[config.mk]
export PLATFORM = sky130hd
export DESIGN_NAME = ssck_addr
export DESIGN_NICKNAME = d
export VERILOG_FILES = /design/src/hdl/ssck_pkg.sv /design/src/hdl/ssck_addr.sv
export SDC_FILE = /design/constraint.sdc
export NUM_CORES = 1
export LEC_CHECK = 0
export ABC_AREA = 1
export BUFFER_PORTS_ARGS = -buffer_cell sky130_fd_sc_hd__buf_2
export CORE_UTILIZATION = 53
export DETAILED_ROUTE_END_ITERATION = 16
export GPL_TIMING_DRIVEN = 0
export PLACE_DENSITY_LB_ADDON = 0.25
export SLEW_MARGIN = 40
export SYNTH_ARGS = -nofsm -noshare
export SYNTH_HDL_FRONTEND = slang
export SYNTH_SLANG_ARGS = --single-unit
[constraint.sdc]
create_clock -name vclk -period 4.97
set_input_delay 0.2485 -clock vclk [all_inputs]
set_output_delay 0.2485 -clock vclk [all_outputs]
set_load 0.03 [all_outputs]
[src/hdl/ssck_pkg.sv]
package ssck_pkg;

  // Field widths fixed by the block's interface.
  localparam int COORD_W     = 12;
  localparam int SIZE_W      = 7;
  localparam int STEP_W      = 23;
  localparam int OFS_W       = 13;
  localparam int DEST_W      = 14;
  localparam int MODE_W      = 3;
  localparam int CFG_DATA_W  = 32;
  localparam int CFG_INDEX_W = 3;
  localparam int COLOR_W     = 32;

  // 7.16 fixed point steps.
  localparam int STEP_FRAC = 16;
  localparam int PROD_W    = COORD_W + STEP_W;
  localparam int SRC_W     = PROD_W - STEP_FRAC;

  // Linear sprite address before it is checked against the store size.
  localparam int ADDR_CALC_W = 2 * SIZE_W + 1;

  // Configuration register indexes.
  localparam logic [CFG_INDEX_W-1:0] CFG_SPRITE_WIDTH  = 3'd0;
  localparam logic [CFG_INDEX_W-1:0] CFG_SPRITE_HEIGHT = 3'd1;
  localparam logic [CFG_INDEX_W-1:0] CFG_X_STEP        = 3'd2;
  localparam logic [CFG_INDEX_W-1:0] CFG_Y_STEP        = 3'd3;
  localparam logic [CFG_INDEX_W-1:0] CFG_KEY_COLOR     = 3'd4;
  localparam logic [CFG_INDEX_W-1:0] CFG_MODE_BITS     = 3'd5;
  localparam logic [CFG_INDEX_W-1:0] CFG_OFFSET_X      = 3'd6;
  localparam logic [CFG_INDEX_W-1:0] CFG_OFFSET_Y      = 3'd7;

  // Mode bit positions.
  localparam int MODE_KEY_EN   = 0;
  localparam int MODE_MIRROR_X = 1;
  localparam int MODE_MIRROR_Y = 2;

  // Request codes.
  localparam logic REQ_LOAD = 1'b0;
  localparam logic REQ_DRAW = 1'b1;

  typedef struct packed {
    logic                   hit;
    logic [ADDR_CALC_W-1:0] addr;
  } addr_res_t;

endpackage

[src/hdl/ssck_addr.sv]
module ssck_addr
  import ssck_pkg::*;
#(
  parameter int STORE_WORDS = 4096
) (
  input  logic              is_draw,
  input  logic [SRC_W-1:0]  src_x,
  input  logic [SRC_W-1:0]  src_y,
  input  logic [SIZE_W-1:0] sprite_width,
  input  logic [SIZE_W-1:0] sprite_height,
  input  logic              mirror_x,
  input  logic              mirror_y,
  output addr_res_t         res
);

  logic                   in_sprite;
  logic [SIZE_W-1:0]      col;
  logic [SIZE_W-1:0]      row;
  logic [ADDR_CALC_W-1:0] addr;

  always_comb begin
    in_sprite = (src_x < SRC_W'(sprite_width)) && (src_y < SRC_W'(sprite_height));
    col       = src_x[SIZE_W-1:0];
    row       = src_y[SIZE_W-1:0];
    // Mirroring applies to draws only; inside the sprite the result stays in range.
    if (is_draw && mirror_x) begin
      col = sprite_width - SIZE_W'(1) - src_x[SIZE_W-1:0];
    end
    if (is_draw && mirror_y) begin
      row = sprite_height - SIZE_W'(1) - src_y[SIZE_W-1:0];
    end
    addr     = ADDR_CALC_W'(col) + ADDR_CALC_W'(row) * ADDR_CALC_W'(sprite_width);
    res.addr = addr;
    res.hit  = in_sprite && (32'(addr) < 32'(STORE_WORDS));
  end

endmodule

======== After elaboration in Yosys (flattened, before gate mapping) ========
Cells that the tools add are included.
storage, ports and cells
  register bits ........................... 0
  bits of input ports ..................... 55
  output and inout port bits .............. 16
  word-level logic and storage cells ...... 15
cells by class
  add/subtract/negate cells ............... 5
  multiply operators ...................... 1
  order comparisons ....................... 3
  muxes and demuxes ....................... 2
  reduce and logical (&&, ||, !) cells .... 4
operators by type and width
  kind                                                          count
  less-than comparator 19 x 7 -> 1 bit                          2
  adder 7 x 14 -> 15 bit                                        1
  less-than comparator 15 x 13 -> 1 bit, second input constant  1
  multiplier 7 x 7 -> 14 bit                                    1
  two-way mux 7 bit                                             2
  subtractor 7 x 1 -> 7 bit, second input constant              2
  subtractor 7 bit                                              2
  logical AND 1 bit                                             4

======== Logic depth before layout (Yosys ltp) ========
Gate-level depths: netlist (run 1).
  depth in word-level cells ............... 7
  gate-level depth with buffers ........... 30
  depth with buffers taken out ............ 29

======== Worst setup path after synthesis (run 1) ========
No wires, ideal clock.
  kind .................................... input port to output port
  start ................................... input src_y[0]
  end ..................................... output res[11] (netlist bit)
  arrival ................................. 5.003 ns
  required time ........................... 4.722 ns
  slack ................................... -0.282 ns
  cell stages on the path ................. 22
  path buffers ............................ 0
  path through ............................ inv_1 > ha_1 > fa_1 > xnor2_1 > nand2_1 > o21ai_1 > or2_1 > fa_1 > fa_1 > inv_1 > fa_1 > inv_1 > fa_1 > inv_1 > ha_1 > nand2_1 > nand2_1 > nand2_1 > nand2_1 > a21oi_1 > o21bai_1 > xor2_1
RTL lines
  what             line             source
  start, declared  ssck_addr.sv:8   input logic [SRC_W-1:0] src_y,
  end, declared    ssck_addr.sv:13  output addr_res_t res

==> results.txt, run 1 <==
gate count of the mapped netlist: 471
floorplan die width: 78.7 um
Static Leak: 2.41 nW
maximum VDD drop: 1.19 mV
grt peak-use layer: met2
Hold Worst Slack: 1.12 ns
area of the die: 6190 um2
Setup CP Type: in -> out
Reg area: 0 um2
yosys synthesis warning count: 0
hold bufs inserted after CTS: 0
worst stage delay on the critical path: 0.57 ns
count of sequential standard cells: 0
post-route fraction of the period consumed by the critical path: 103%
combined buffer and inverter count along the critical path: 5
failing checks: negative setup slack
post-synthesis to final-layout area growth: 38.4%
Worst setup endpoint: res[15]
max-cap check violation count: 0
post-synthesis area per instance: 6.62 um2
DRC violations left: 0
half-perimeter wire length of the detailed placement result: 6080 um
CP Data Required Time: 4.72 ns
highest clock frequency the design can meet: 0.196 GHz
cell accounting for the most synthesized area: ha_1
Rows: 27
starting utilization of the core area: 55.9%
power density normalized to cell area: 554 nW/um2
endpoint kind of the worst setup timing path: output port
Filler Cell Count: 387
critical-path cell with the highest stage delay: fa_1
setup repair after global routing missed its margin: yes
number of nets in the layout: 725
Levels on crit path: 28
Critical Path Source: src_y[0]
Final Hold Violating Endpoints: 0
instance area at placement: 3620 um2
via count: 3,383
peak fanout along the critical path: 4
overflow left after global routing: 0
minimum clock period after layout: 5.11 ns
Setup violations, final: 3
global-route track usage on met2: 51.6%
origin of the worst min-delay path: src_y[17]
Synth area leaders: ha_1, fa_1, inv_1, nand2_1, nor2_1
crit path launch type: input port
post-synthesis net count: 622
Total Routing Usage GR: 27.7%
Pre-antenna DRT Iters: 4
Fin Setup TNS: -0.253 ns
Min-Delay Path Class: in -> out
post-route cell area: 4320 um2
result of the run: finished, violations left
count of pins on the block boundary: 71
most used cell along the critical path: nand2_2
GR met1 Demand/Resource: 32.6%
post-layout utilization of the core: 77.4%
routability congestion estimate from global placement: 0.890
kind of cell adding the most delay to the critical path: adder cells
summed instance area of the synthesized netlist: 3120 um2
area occupied by multi-input gates: 3110 um2
final-layout clock buffer total: 0
pin count of the biggest net entering global routing: 11
total of buffers placed on input and output ports: 71
register area share after synthesis: 0%
Crit path arrival time: 4.87 ns
Final Routed Wirelength: 8820 um
initial antenna violation count: 0
slew at the pin with the worst max-slew slack: 0.426 ns
Iteration-0 DRC Markers: 116
number of global-route vias before repair: 3,392
Setup WS post-layout: -0.145 ns
ratio of routed vias to standard cells: 5.25
met3 layer usage reported by global route: 2.18%
first-pass GRT wire length: 13,900 um
Routed Antenna Nets: 0
per-cell routed wire length: 13.7 um
core footprint: 5570 um2
fraction of final layout cells sized beyond drive strength 1: 36.5%
n_diodes: 0
area share of the largest cell type after synthesis: 25.3%
count of unique library cells instantiated by Yosys: 28
headroom to the max-slew limit: 71.4%
pins over their slew limit: 0
Die Y-Extent: 78.7 um
cells in the final DEF, fill, tap and decap left out, types with 2 or more instances in the layout:
master and instances:
fa_1 31, nand3_4 2, nand4_1 10, a31oi_1 2
xnor2_1 6, a21oi_2 4, inv_2 16, o21a_1 2
nand3_1 16, nand2_2 23, nor2_2 10, nand2_4 5
ha_1 49, or2_1 3, buf_6 10, o21ai_2 2
buf_4 34, buf_2 58, ha_4 13, fa_2 2
o21ai_0 9, inv_1 94, xor2_1 3, nand3_2 10
inv_4 4, nor2_4 6, clkinv_1 3, nand2_1 73
o21ai_4 2, a21oi_4 2, a21oi_1 12, nor2_1 48
a31oi_2 2
what timing repair did:
action,4_1_cts,5_1_grt
setup endpoints to repair,9,9
setup buffers,26,5
resized for setup,60,62
pin swaps,48,21
stage by stage:
| stage | total power, mW | setup WS (ns) | instances |
|---|---|---|---|
| final | 2.39 | -0.145 | 644 |
| after detailed placement | 1.71 | -0.355 | 614 |
| after global routing | 2.57 | -0.296 | 644 |
| after CTS | 1.95 | -0.0137 | 640 |
| after floorplan | 1.35 | 0.00302 | 471 |
| after global placement | 1.69 | -0.358 | 614 |
per-layer routing:
metal / wire length (um) / vias up
met4: 287 / 0
met1: 3580 / 1576
li1: - / 1650
met5: 0 / -
met2: 4540 / 127
met3: 419 / 30
cell type report:
cell class / count / area share, %
Inverter: 117 / 10.4
Buffer: 1 / 0.0870
Multi-Input combinational cell: 352 / 72.2
Timing Repair Buffer: 102 / 15.3
Tap cell: 72 / 2.09
report_power, final:
group          internal, mW  switching, mW  leakage, nW
logic                 0.967           1.42         2.41
clock network             0              0            0
registers                 0              0            0
total                 0.967           1.42         2.41
worst min-delay path by stage:
| stage | endpoint | slack [ns] | depth (start not counted) |
|---|---|---|---|
| floorplan | res[15] | 0.83 | 7 |
| global placement | res[0] | 1.10 | 5 |
| detailed placement | res[15] | 1.11 | 9 |
| CTS | res[15] | 1.08 | 9 |
| global route | res[15] | 1.14 | 9 |
| finish | res[15] | 1.12 | 9 |
Yosys cell counts, drive strengths merged, types with 2 or more instances:
master and n:
inv 113, nand2 101, nor2 64, ha 63
fa 33, nand3 28, a21oi 18, o21ai 13
nand4 10, xnor2 6, a31oi 4, clkinv 4
xor2 4, or2 3, o21a 2
cell families after synthesis:
family          synth area share (%)
simple gates                    29.1
compound gates                  7.14
fa+ha+maj                       46.5
buf+inv                         14.4
xor+xnor                        2.81
Note: power is estimated with default switching activity, not from simulation.
==> inputs of run 2 (changes only) <==
Settings changed: CELL_PAD_IN_SITES_DETAIL_PLACEMENT set to 0, CELL_PAD_IN_SITES_GLOBAL_PLACEMENT set to 1, CORE_UTILIZATION 53 to 37, SLEW_MARGIN 40 to not set.
==> run 2 against run 1 <==
Compared with the run above:
- the run still ends with negative setup slack left
- utilization decreased by 26 points
- flip-flop and latch count unchanged
- die area increased by 42%
- maximum frequency increased by 0.77%
- sequential share of layout area unchanged
- worst hold slack got worse by 0.035 ns
- global-route usage decreased by 10 points
- via count decreased by 6.9%
- non-clock buffer count decreased by 4
- routed wire length decreased by 12%
- critical endpoint unchanged
==> results.txt, run 2 (same netlist as run 1, synthesis figures left out) <==
initial antenna violation count: 0
Final Hold Violating Endpoints: 0
result of the run: finished, violations left
total of buffers placed on input and output ports: 71
GR met1 Demand/Resource: 24.4%
worst stage delay on the critical path: 0.52 ns
post-route fraction of the period consumed by the critical path: 102%
CP Data Required Time: 4.72 ns
Routed Antenna Nets: 0
crit path launch type: input port
endpoint kind of the worst setup timing path: output port
maximum VDD drop: 1.25 mV
Die Y-Extent: 93.8 um
pins over their slew limit: 0
worst hold path cell count: 9
Setup CP Type: in -> out
fraction of final layout cells sized beyond drive strength 1: 32.0%
minimum clock period after layout: 5.08 ns
Static Leak: 2.37 nW
power density normalized to cell area: 531 nW/um2
number of global-route vias before repair: 2,944
Setup Slack @ Placement: -0.375 ns
Total Routing Usage GR: 17.7%
Reg area: 0 um2
Setup WS post-layout: -0.106 ns
Pre-antenna DRT Iters: 4
top library cells by usage in the layout, fill and taps aside: inv_1, nand2_1, buf_2
starting utilization of the core area: 38.1%
global-route track usage on met2: 32.2%
final-layout clock buffer total: 0
Fin Setup TNS: -0.204 ns
critical-path cell with the highest stage delay: fa_1
half-perimeter wire length of the detailed placement result: 6330 um
ratio of routed vias to standard cells: 4.68
core footprint: 8180 um2
floorplan die width: 93.8 um
count of pins on the block boundary: 71
non-filler cells in the finished layout: 673
post-synthesis to final-layout area growth: 35.5%
pin count of the biggest net entering global routing: 11
grt peak-use layer: met2
Min-Delay Path Class: in -> out
DRC violations left: 0
max-cap check violation count: 0
highest clock frequency the design can meet: 0.197 GHz
routability congestion estimate from global placement: 0.814
overflow left after global routing: 0
count of sequential standard cells: 0
via count: 3,150
post-route cell area: 4220 um2
area of the die: 8800 um2
Iteration-0 DRC Markers: 79
met3 layer usage reported by global route: 0.324%
instance area at placement: 3660 um2
first-pass GRT wire length: 12,900 um
headroom to the max-slew limit: 73.0%
Crit path arrival time: 4.83 ns
most used cell along the critical path: nand2_1
failing checks: negative setup slack
most common cell after layout, fill and taps aside: inv_1
Hold Worst Slack: 1.08 ns
Setup violations, final: 4
Rows: 33
setup repair after global routing missed its margin: yes
slew at the pin with the worst max-slew slack: 0.403 ns
Final Routed Wirelength: 7780 um
number of nets in the layout: 721
n_diodes: 0
peak fanout along the critical path: 5
Placed Cells incl. Taps: 647
per-cell routed wire length: 11.6 um
## run 2: cell types whose count changed in the layout (fill, tap and decap cells not counted), sizes merged
cell    previous run  this run
buf              102        97
clkbuf             1         2
clkinv             3         4
inv              114       113
## run 2: metrics by stage
stage	power [mW]	utilization (%)
3_5_place_dp	1.72	44.8
2_1_floorplan	1.35	-
5_1_grt	2.47	51.7
4_1_cts	2.06	50.6
6_report	2.24	51.7
3_3_place_gp	1.72	44.8
## run 2: final cells by class
class | count | area, um2
tap | 105 | 131
fill | 842 | 3950
inverter | 117 | 444
multi-input combinational | 352 | 3020
timing repair buffer | 98 | 621
buffer | 1 | 3.75
## run 2: path summary, 6_finish.rpt
check	start	to	slack (ns)
setup / recovery	src_y[0]	res[15]	-0.11
hold / removal	src_y[17]	res[15]	1.08
## run 2: power by group
part	total [mW]	internal, mW	switching (mW)
sequential	0	0	0
clock	0	0	0
combinational	2.24	0.924	1.32
total	2.24	0.924	1.32
## run 2: routing by layer
metal / vias to the layer above / share of wire [%]
met5: - / 0
met2: 68 / 49
li1: 1640 / -
met3: 2 / 3.7
met4: 0 / 0.27
met1: 1440 / 47
## run 2: worst max-delay path, delay by kind of cell
kind,cells,cell delay [ns]
AND/OR/NAND/NOR,13,0.94
AO/OA/AOI/OAI,2,0.21
buffers and inverters,8,0.58
adder cells (fa/ha/maj),7,2.84
## run 2: repair_timing
| action | in CTS | in global routing |
|---|---|---|
| pin swaps | 43 | 15 |
| setup buffers | 26 | 1 |
| setup endpoints to repair | 9 | 10 |
| gates resized for setup | 60 | 30 |
| gates cloned | 0 | 0 |
| hold buffers | 0 | 0 |
